==> config.mk <==
export PLATFORM = sky130hd
export DESIGN_NAME = apq_front_flat
export DESIGN_NICKNAME = d
export VERILOG_FILES = /design/src/hdl/apq_pkg.sv /design/src/hdl/apq_if.sv /design/src/hdl/apq_front.sv /design/src/flat_wrapper.sv
export SDC_FILE = /design/constraint.sdc
export NUM_CORES = 1
export LEC_CHECK = 0
export BUFFER_PORTS_ARGS = -buffer_cell sky130_fd_sc_hd__buf_4
export CAP_MARGIN = 20
export CORE_ASPECT_RATIO = 1.25
export CORE_UTILIZATION = 30
export DETAILED_ROUTE_END_ITERATION = 7
export MAX_ROUTING_LAYER = met4
export PLACE_DENSITY_LB_ADDON = 0.15
export SLEW_MARGIN = 0
export SYNTH_ARGS = -nofsm -noshare
export SYNTH_HDL_FRONTEND = slang
export SYNTH_SLANG_ARGS = --single-unit
==> constraint.sdc <==
create_clock -name clk -period 2.1 [get_ports clk]
set_input_delay 0.42 -clock clk [delete_from_list [all_inputs] [get_ports clk]]
set_output_delay 0.42 -clock clk [all_outputs]
set_load 0.02 [all_outputs]
==> src/hdl/apq_pkg.sv <==
// Shared types and constants for the array priority queue.
// No dependencies.
`timescale 1ns / 1ps
package apq_pkg;

  localparam int CAP_WIDTH = 8;
  localparam int OCC_WIDTH = 8;
  localparam logic [CAP_WIDTH-1:0] CAP_RESET = 8'd128;

  typedef enum logic {
    OP_ENQ = 1'b0,
    OP_DEQ = 1'b1
  } op_t;

  typedef enum logic [1:0] {
    ST_DONE  = 2'd0,
    ST_FULL  = 2'd1,
    ST_EMPTY = 2'd2
  } status_t;

  // head of the command queue as seen by the back end
  typedef struct packed {
    logic valid;
    op_t  op;
  } cmd_ctl_t;

endpackage

==> src/hdl/apq_if.sv <==
// Request and response channel interfaces of the array priority queue.
// Depends on apq_pkg.
`timescale 1ns / 1ps
interface apq_req_if #(
  parameter int PAYLOAD_WIDTH  = 32,
  parameter int PRIORITY_WIDTH = 8
);
  logic                      valid;
  logic                      ready;
  logic                      operation;
  logic [PAYLOAD_WIDTH-1:0]  payload;
  logic [PRIORITY_WIDTH-1:0] priority_req;

  modport source (output valid, output operation, output payload, output priority_req,
                  input ready);
  modport sink (input valid, input operation, input payload, input priority_req,
                output ready);
endinterface


==> src/hdl/apq_front.sv <==
// Front end: accepts requests, decodes the operation and buffers them
// in a two-entry command queue. Depends on apq_pkg and apq_req_if.
`timescale 1ns / 1ps
module apq_front #(
  parameter int PAYLOAD_WIDTH  = 32,
  parameter int PRIORITY_WIDTH = 8
) (
  input  logic                      clk,
  input  logic                      rst,
  apq_req_if.sink                   req,
  output apq_pkg::cmd_ctl_t         cmd,
  output logic [PAYLOAD_WIDTH-1:0]  cmd_payload,
  output logic [PRIORITY_WIDTH-1:0] cmd_priority,
  input  logic                      pop
);
  import apq_pkg::*;

  localparam int QDEPTH = 2;
  localparam int PTR_W  = $clog2(QDEPTH);
  localparam int FILL_W = $clog2(QDEPTH + 1);

  op_t                       q_op  [QDEPTH];
  logic [PAYLOAD_WIDTH-1:0]  q_pay [QDEPTH];
  logic [PRIORITY_WIDTH-1:0] q_pri [QDEPTH];
  logic [PTR_W-1:0]          wr_ptr;
  logic [PTR_W-1:0]          rd_ptr;
  logic [FILL_W-1:0]         fill;
  logic                      push;
  logic                      do_pop;

  assign req.ready = (fill != FILL_W'(QDEPTH));
  assign push      = req.valid && req.ready;
  assign do_pop    = pop && (fill != '0);

  always_ff @(posedge clk) begin
    if (push) begin
      q_op[wr_ptr]  <= op_t'(req.operation);
      q_pay[wr_ptr] <= req.payload;
      q_pri[wr_ptr] <= req.priority_req;
    end
  end

  always_ff @(posedge clk) begin
    if (rst) begin
      wr_ptr <= '0;
      rd_ptr <= '0;
      fill   <= '0;
    end else begin
      if (push) begin
        wr_ptr <= (wr_ptr == PTR_W'(QDEPTH - 1)) ? '0 : wr_ptr + 1'b1;
      end
      if (do_pop) begin
        rd_ptr <= (rd_ptr == PTR_W'(QDEPTH - 1)) ? '0 : rd_ptr + 1'b1;
      end
      if (push && !do_pop) begin
        fill <= fill + 1'b1;
      end else if (do_pop && !push) begin
        fill <= fill - 1'b1;
      end
    end
  end

  assign cmd.valid    = (fill != '0);
  assign cmd.op       = q_op[rd_ptr];
  assign cmd_payload  = q_pay[rd_ptr];
  assign cmd_priority = q_pri[rd_ptr];

endmodule

==> src/flat_wrapper.sv <==
// flat-port wrapper written by rule: the top's interface ports become plain ports
module apq_front_flat import apq_pkg::*;
#(
  parameter int PAYLOAD_WIDTH  = 32,
  parameter int PRIORITY_WIDTH = 8
)
  (clk, rst, cmd, cmd_payload, cmd_priority, pop, req_valid, req_operation, req_payload, req_priority_req, req_ready);
  apq_req_if #(.PAYLOAD_WIDTH(PAYLOAD_WIDTH), .PRIORITY_WIDTH(PRIORITY_WIDTH)) req_i ();
  input  logic clk;
  input  logic rst;
  output apq_pkg::cmd_ctl_t cmd;
  output logic [PAYLOAD_WIDTH-1:0] cmd_payload;
  output logic [PRIORITY_WIDTH-1:0] cmd_priority;
  input  logic pop;
  input wire logic [$bits(req_i.valid)-1:0] req_valid;
  input wire logic [$bits(req_i.operation)-1:0] req_operation;
  input wire logic [$bits(req_i.payload)-1:0] req_payload;
  input wire logic [$bits(req_i.priority_req)-1:0] req_priority_req;
  output wire logic [$bits(req_i.ready)-1:0] req_ready;
  assign req_i.valid = req_valid;
  assign req_i.operation = req_operation;
  assign req_i.payload = req_payload;
  assign req_i.priority_req = req_priority_req;
  assign req_ready = req_i.ready;
  apq_front #(.PAYLOAD_WIDTH(PAYLOAD_WIDTH), .PRIORITY_WIDTH(PRIORITY_WIDTH)) u_core (.clk(clk), .rst(rst), .req(req_i), .cmd(cmd), .cmd_payload(cmd_payload), .cmd_priority(cmd_priority), .pop(pop));
endmodule
==> impl_metrics.tcl, run 1 <==
set metrics [dict create \
    placeableCoreArea_um2 10200 \
    power_density_nw_per_um2 1230 \
    drt_wl_total_mm 5.60 \
    seq_area_frac_synth_pct 80.8 \
    cts_sinks 87 \
    min-delay-start "req_payload[11]" \
    syn_area_um2 3170 \
    synth_area_leaders "edfxtp_1 78%, mux2_2 13%, dfxtp_1 3.2%" \
    portBuffers 87 \
    regToRegStartpoint "u_core.fill[0]" \
    remaining_drc_errors 0 \
    grt_pass1_wl_mm 8.48 \
    synth_edf_count 82 \
    io_pins 88 \
    p_sw_uw 1450 \
    synth.net_count 198 \
    grt_overflow_total 0 \
    synth_common_cells "82 x edfxtp_1, 38 x mux2_2, 5 x buf_2, 5 x dfxtp_1" \
    die_h_um 117 \
    synthArstFlopShare_pct 0 \
    relSlewSlack_pct 78.3 \
    cts_hold_buf 0 \
    critPathMaxStageDelay_ns 0.48 \
    setup_ws_ns 0.117 \
    cts_tree "built" \
    drive_above_1_share_pct 57.0 \
    place_ws_ns 0.446 \
    yosys_warnings 0 \
    synthDistinctLibCells 18 \
    vias_per_cell 4.31 \
    worst_pin_slew_ns 0.323 \
    slowest_stage "dfxtp_2" \
    grt_max_degree 22 \
    die_w_um 94.0 \
    hold_violations 0 \
    critPathTopFamily "flip-flops" \
    status "finished, final reports clean" \
    finClkSkew_ns 0.00660 \
    synthFlopType "edfxtp_1" \
    post-route-cell-area_um2 4310 \
    wl_per_cell_um 14.5 \
    cts_root_buf "clkbuf_16" \
    slew_viol_final 0 \
    worstPathArrival_ns 1.56 \
    cts_made_buffers 9 \
    hpwl_mm 3.78 \
    p_seq_share_pct 42.6 \
    total_leakage_power_uw 0.00160 \
    p_int_uw 3850 \
    max-vdd-ir-drop_mv 0.471 \
    post-route-util_pct 42.2 \
    path_clk_slew_ns 0.06 \
    ant_nets 0 \
    end_kind "output pin" \
    combinationalPowerShare_pct 29.4 \
    diodes 0 \
    period_share_pct 94.4 \
    setup_viol 0 \
    synth_largest_area_cell "edfxtp_1" \
    placed_area_um2 4030 \
    antenna_found_initial 0 \
    cp_cell_sequence "buf_12 -> mux2_1 -> buf_4" \
    globalplace.congestion 0.632 \
    rows 41 \
    critPathRequiredTime_ns 1.68 \
    syn_inst 152 \
    synthMostInstantiatedCell "edfxtp_1" \
    rsz0062_at_grt "false" \
    grt_util_all_layers_pct 11.5 \
    path_class "flip-flop to output pin" \
    first_pass_iters 4 \
    switching_share_pct 27.4 \
    min_path_type "input port to flip-flop" \
    grt_pass1_vias 1672 \
    synth.top_cell.area_share_pct 77.6 \
    fmax_mhz 504 \
    min_period_ns 1.98 \
    dieArea_um2 11000 \
    path_buf_inv 2 \
    worstPathMaxFanout 21 \
    drt-initial-drc-count 51 \
    clkLatencyLatePin_ns 0.33 \
    tns_ns 0 \
    post_cts_resized 0 \
    ys_ff_latch 87 \
    cts_buffer_depth 2 \
    start_util_pct 31.1 \
    synth.avg_cell_area_um2 20.9 \
    fill_cells 964 \
    final_net_count 297 \
    post_cts_buffers 0 \
    cp-start-kind "flip-flop" \
    clkPwrFrac_pct 28.0 \
    vias 1660 \
    synthToLayoutAreaGrowth_pct 35.9 \
    maxCapViolations 0 \
    h-tree-depth 3 \
]
==> worst register-to-register path, delay by kind of cell, from the launching register on <==
kind	cells	cell delay [ns]
AOI/OAI and AO/OA	1	0.15
adders and majority gates	1	0.31
DFF	1	0.34
and+or+nand+nor	3	0.76
==> through the flow <==
stage | total power, uW | cells | hold WS (ns)
4_1_cts | 5420 | 385 | 0.254
5_1_grt | 5580 | 385 | 0.254
3_3_place_gp | 3890 | 369 | 0.489
2_1_floorplan | 3210 | 152 | 0.471
3_5_place_dp | 3900 | 369 | 0.493
6_report | 5300 | 385 | 0.271
==> placed cells by master, fill, tap and decap left out, types with 2 or more instances in the layout <==
| master | instances |
|---|---|
| buf_4 | 91 |
| edfxtp_1 | 82 |
| mux2_2 | 38 |
| clkbuf_16 | 9 |
| clkbuf_1 | 6 |
| dfxtp_1 | 4 |
| mux2_1 | 3 |
| xor2_1 | 3 |
| nor2_1 | 3 |
| o21ai_0 | 2 |
| a21oi_1 | 2 |
| buf_12 | 2 |
==> worst paths after layout <==
kind,endpoint,slack [ns],cells after the start
worst max register to register,u_core.fill[1],0.47,5
worst min register to register,u_core.rd_ptr,0.50,2
worst max-delay path,cmd_payload[26],0.12,3
worst min-delay path,u_core.q_pay[0][11],0.27,1
==> sequential cells by signal, summed over array words and instances (netlist names), named ones only <==
signal	flops
u_core.rd_ptr	1
u_core.fill	2
u_core.q_pay	64
u_core.wr_ptr	1
u_core.q_pri	16
u_core.q_op	2
==> cells by family (layout without fill, tap and decap cells) <==
| logic type | count (synthesis) | count (layout) | synth area share, % |
|---|---|---|---|
| flops | 87 | 87 | 80.8 |
| fa+ha+maj | 1 | 1 | 0.394 |
| mux | 41 | 41 | 14.6 |
| simple gates | 9 | 9 | 1.58 |
| compound gates | 5 | 5 | 0.947 |
| buf+inv | 6 | 110 | 0.907 |
| xor+xnor | 3 | 3 | 0.829 |
==> per-layer routing <==
layer	vias up	global-route usage (%)	routed length [um]
met5	-	-	0
met4	0	7.69	121
met3	8	2.91	233
met2	50	19.5	3100
met1	808	11.6	2140
li1	794	-	-
==> power groups by stage <==
stage / Combinational (uW) / Clock (uW) / Sequential, uW
final: 1560 / 1480 / 2260
after global routing: 1680 / 1610 / 2280
after global placement: 1600 / 0 / 2290
after CTS: 1610 / 1550 / 2260
after floorplan: 957 / 0 / 2250
after detailed placement: 1600 / 0 / 2300
==> final cells by class <==
cell class	instances	area (um2)	area share, %
sequential	87	2560	59.5
clock buffer	15	248	5.75
inverter	1	3.75	0.0871
timing repair buffer	93	723	16.8
clock inverter	1	30.0	0.696
tap	129	161	3.74
multi-input combinational	59	582	13.5
Note: power is estimated with default switching activity, not from simulation.
==> inputs of run 2 (changes only) <==
--- a/config.mk
+++ b/config.mk
@@ -10,6 +10,7 @@
 export CORE_ASPECT_RATIO = 1.25
 export CORE_UTILIZATION = 30
 export DETAILED_ROUTE_END_ITERATION = 7
+export GPL_TIMING_DRIVEN = 0
 export MAX_ROUTING_LAYER = met4
 export PLACE_DENSITY_LB_ADDON = 0.15
 export SLEW_MARGIN = 0
==> impl_metrics.tcl, run 2 (synthesized netlist as in run 1, its figures left out) <==
set metrics [dict create \
    status "finished, final reports clean" \
    tns_ns 0 \
    r2r_end "u_core.q_pay[1][13]" \
    dieArea_um2 11000 \
    drive_above_1_share_pct 57.4 \
    die_w_um 94.0 \
    reg2reg_depth 2 \
    drt_wl_total_mm 5.69 \
    relSlewSlack_pct 30.9 \
    worstPathMaxFanout 10 \
    cp-start-kind "flip-flop" \
    power_density_nw_per_um2 1230 \
    worstPathArrival_ns 1.58 \
    die_h_um 117 \
    max_flop_register "u_core.q_pay" \
    hold_end "u_core.q_pay[1][7]" \
    critPathTopFamily "buffers and inverters" \
    remaining_drc_errors 0 \
    vias_per_cell 4.28 \
    hold_violations 0 \
    cts_root_buf "clkbuf_16" \
    placeableCoreArea_um2 10200 \
    crit_path_frequent_cell "buf_2" \
    ant_nets 0 \
    h-tree-depth 3 \
    grt_util_all_layers_pct 11.4 \
    diodes 0 \
    cp_cell_sequence "buf_2 -> buf_2 -> mux2_2 -> buf_4" \
    end_kind "output pin" \
    r2r_setup_slack_ns 0.19 \
    path_buf_inv 3 \
    regToRegStartpoint "u_core.fill[0]" \
    io_pins 88 \
    hpwl_mm 3.78 \
    path_class "flip-flop to output pin" \
    period_share_pct 95.2 \
    cts_buffer_depth 2 \
    grt_overflow_total 0 \
    cts_made_buffers 9 \
    slowest_stage "mux2_2" \
    total_leakage_power_uw 0.00161 \
    grt_pass1_vias 1730 \
    final_net_count 297 \
    dp.cells 369 \
    wl_per_cell_um 14.8 \
    holdWs_ns 0.274 \
    rows 41 \
    start_util_pct 31.1 \
    cts_tree "built" \
    layout_common_cells "87 x buf_4, 82 x edfxtp_1, 38 x mux2_2" \
    post-route-util_pct 42.1 \
    first_pass_iters 4 \
    whs_path_depth 1 \
    path_clk_slew_ns 0.06 \
    vias 1649 \
    critPathMaxStageDelay_ns 0.37 \
    final_cells 385 \
    synthToLayoutAreaGrowth_pct 35.7 \
    portBuffers 87 \
    clkLatencyLatePin_ns 0.33 \
    setup_viol 0 \
    top_regs "u_core.q_pay: 64 flops, u_core.q_pri: 16 flops" \
    cts_sinks 87 \
    antenna_found_initial 0 \
    fmax_mhz 500 \
    min_path_type "input port to flip-flop" \
    min_period_ns 2.00 \
    max-vdd-ir-drop_mv 0.414 \
    finClkSkew_ns 0.00401 \
    globalplace.congestion 0.616 \
    largest_register_ffs 64 \
    slew_viol_final 0 \
    drt-initial-drc-count 57 \
    crit_cells 4 \
    layout_commonest_cell "buf_4" \
    grt_max_degree 42 \
    maxCapViolations 0 \
    critPathRequiredTime_ns 1.68 \
    cts_hold_buf 0 \
    worst_pin_slew_ns 1.04 \
    min-delay-start "req_payload[7]" \
    rsz0062_at_grt "false" \
    placed_area_um2 4020 \
    grt_pass1_wl_mm 8.52 \
    post-route-cell-area_um2 4300 \
]
run 2: worst max path at each step:
stage	from	to	slack, ns
floorplan	u_core.fill[0]	u_core.q_op[0]	0.08
global placement	u_core.fill[0]	u_core.q_pay[0][28]	-0.41
detailed placement	u_core.fill[0]	u_core.q_pay[1][21]	0.15
CTS	flip-flop	cmd_payload[10]	0.03
global route	flip-flop	cmd_payload[19]	0.009
finish	flip-flop	cmd_payload[21]	0.10
run 2: final cells by class:
class                           count  area [um2]
Multi-Input combinational cell     59         582
Fill cell                         956        5910
Buffer                              5        32.5
Tap cell                          129         161
Clock buffer                       10         229
Inverter                            1        3.75
Sequential cell                    87        2560
Timing Repair Buffer               88         681
Clock inverter                      6        51.3
run 2: stage by stage:
stage | power, uW | setup WS [ns]
2_1_floorplan | 3210 | 0.0822
3_3_place_gp | 3840 | -0.406
3_5_place_dp | 3880 | 0.154
4_1_cts | 5400 | 0.0251
5_1_grt | 5590 | 0.00877
6_report | 5300 | 0.102
run 2: what timing repair did:
action,CTS,global route
gates resized for setup,0,3
setup buffers,0,0
setup endpoints to repair,0,11
run 2: power breakdown:
part,internal [uW],leakage (uW),total [uW],switching [uW]
clock,904,0.000139,1490,584
sequential,2170,0.000807,2230,57.9
combinational,743,0.000664,1580,840
run 2: metal layers:
layer / wire length, um / global-route usage [%]
met4: 104 / 6.15
met5: 0 / -
met2: 3170 / 19.7
met1: 2150 / 11.4
met3: 275 / 3.62
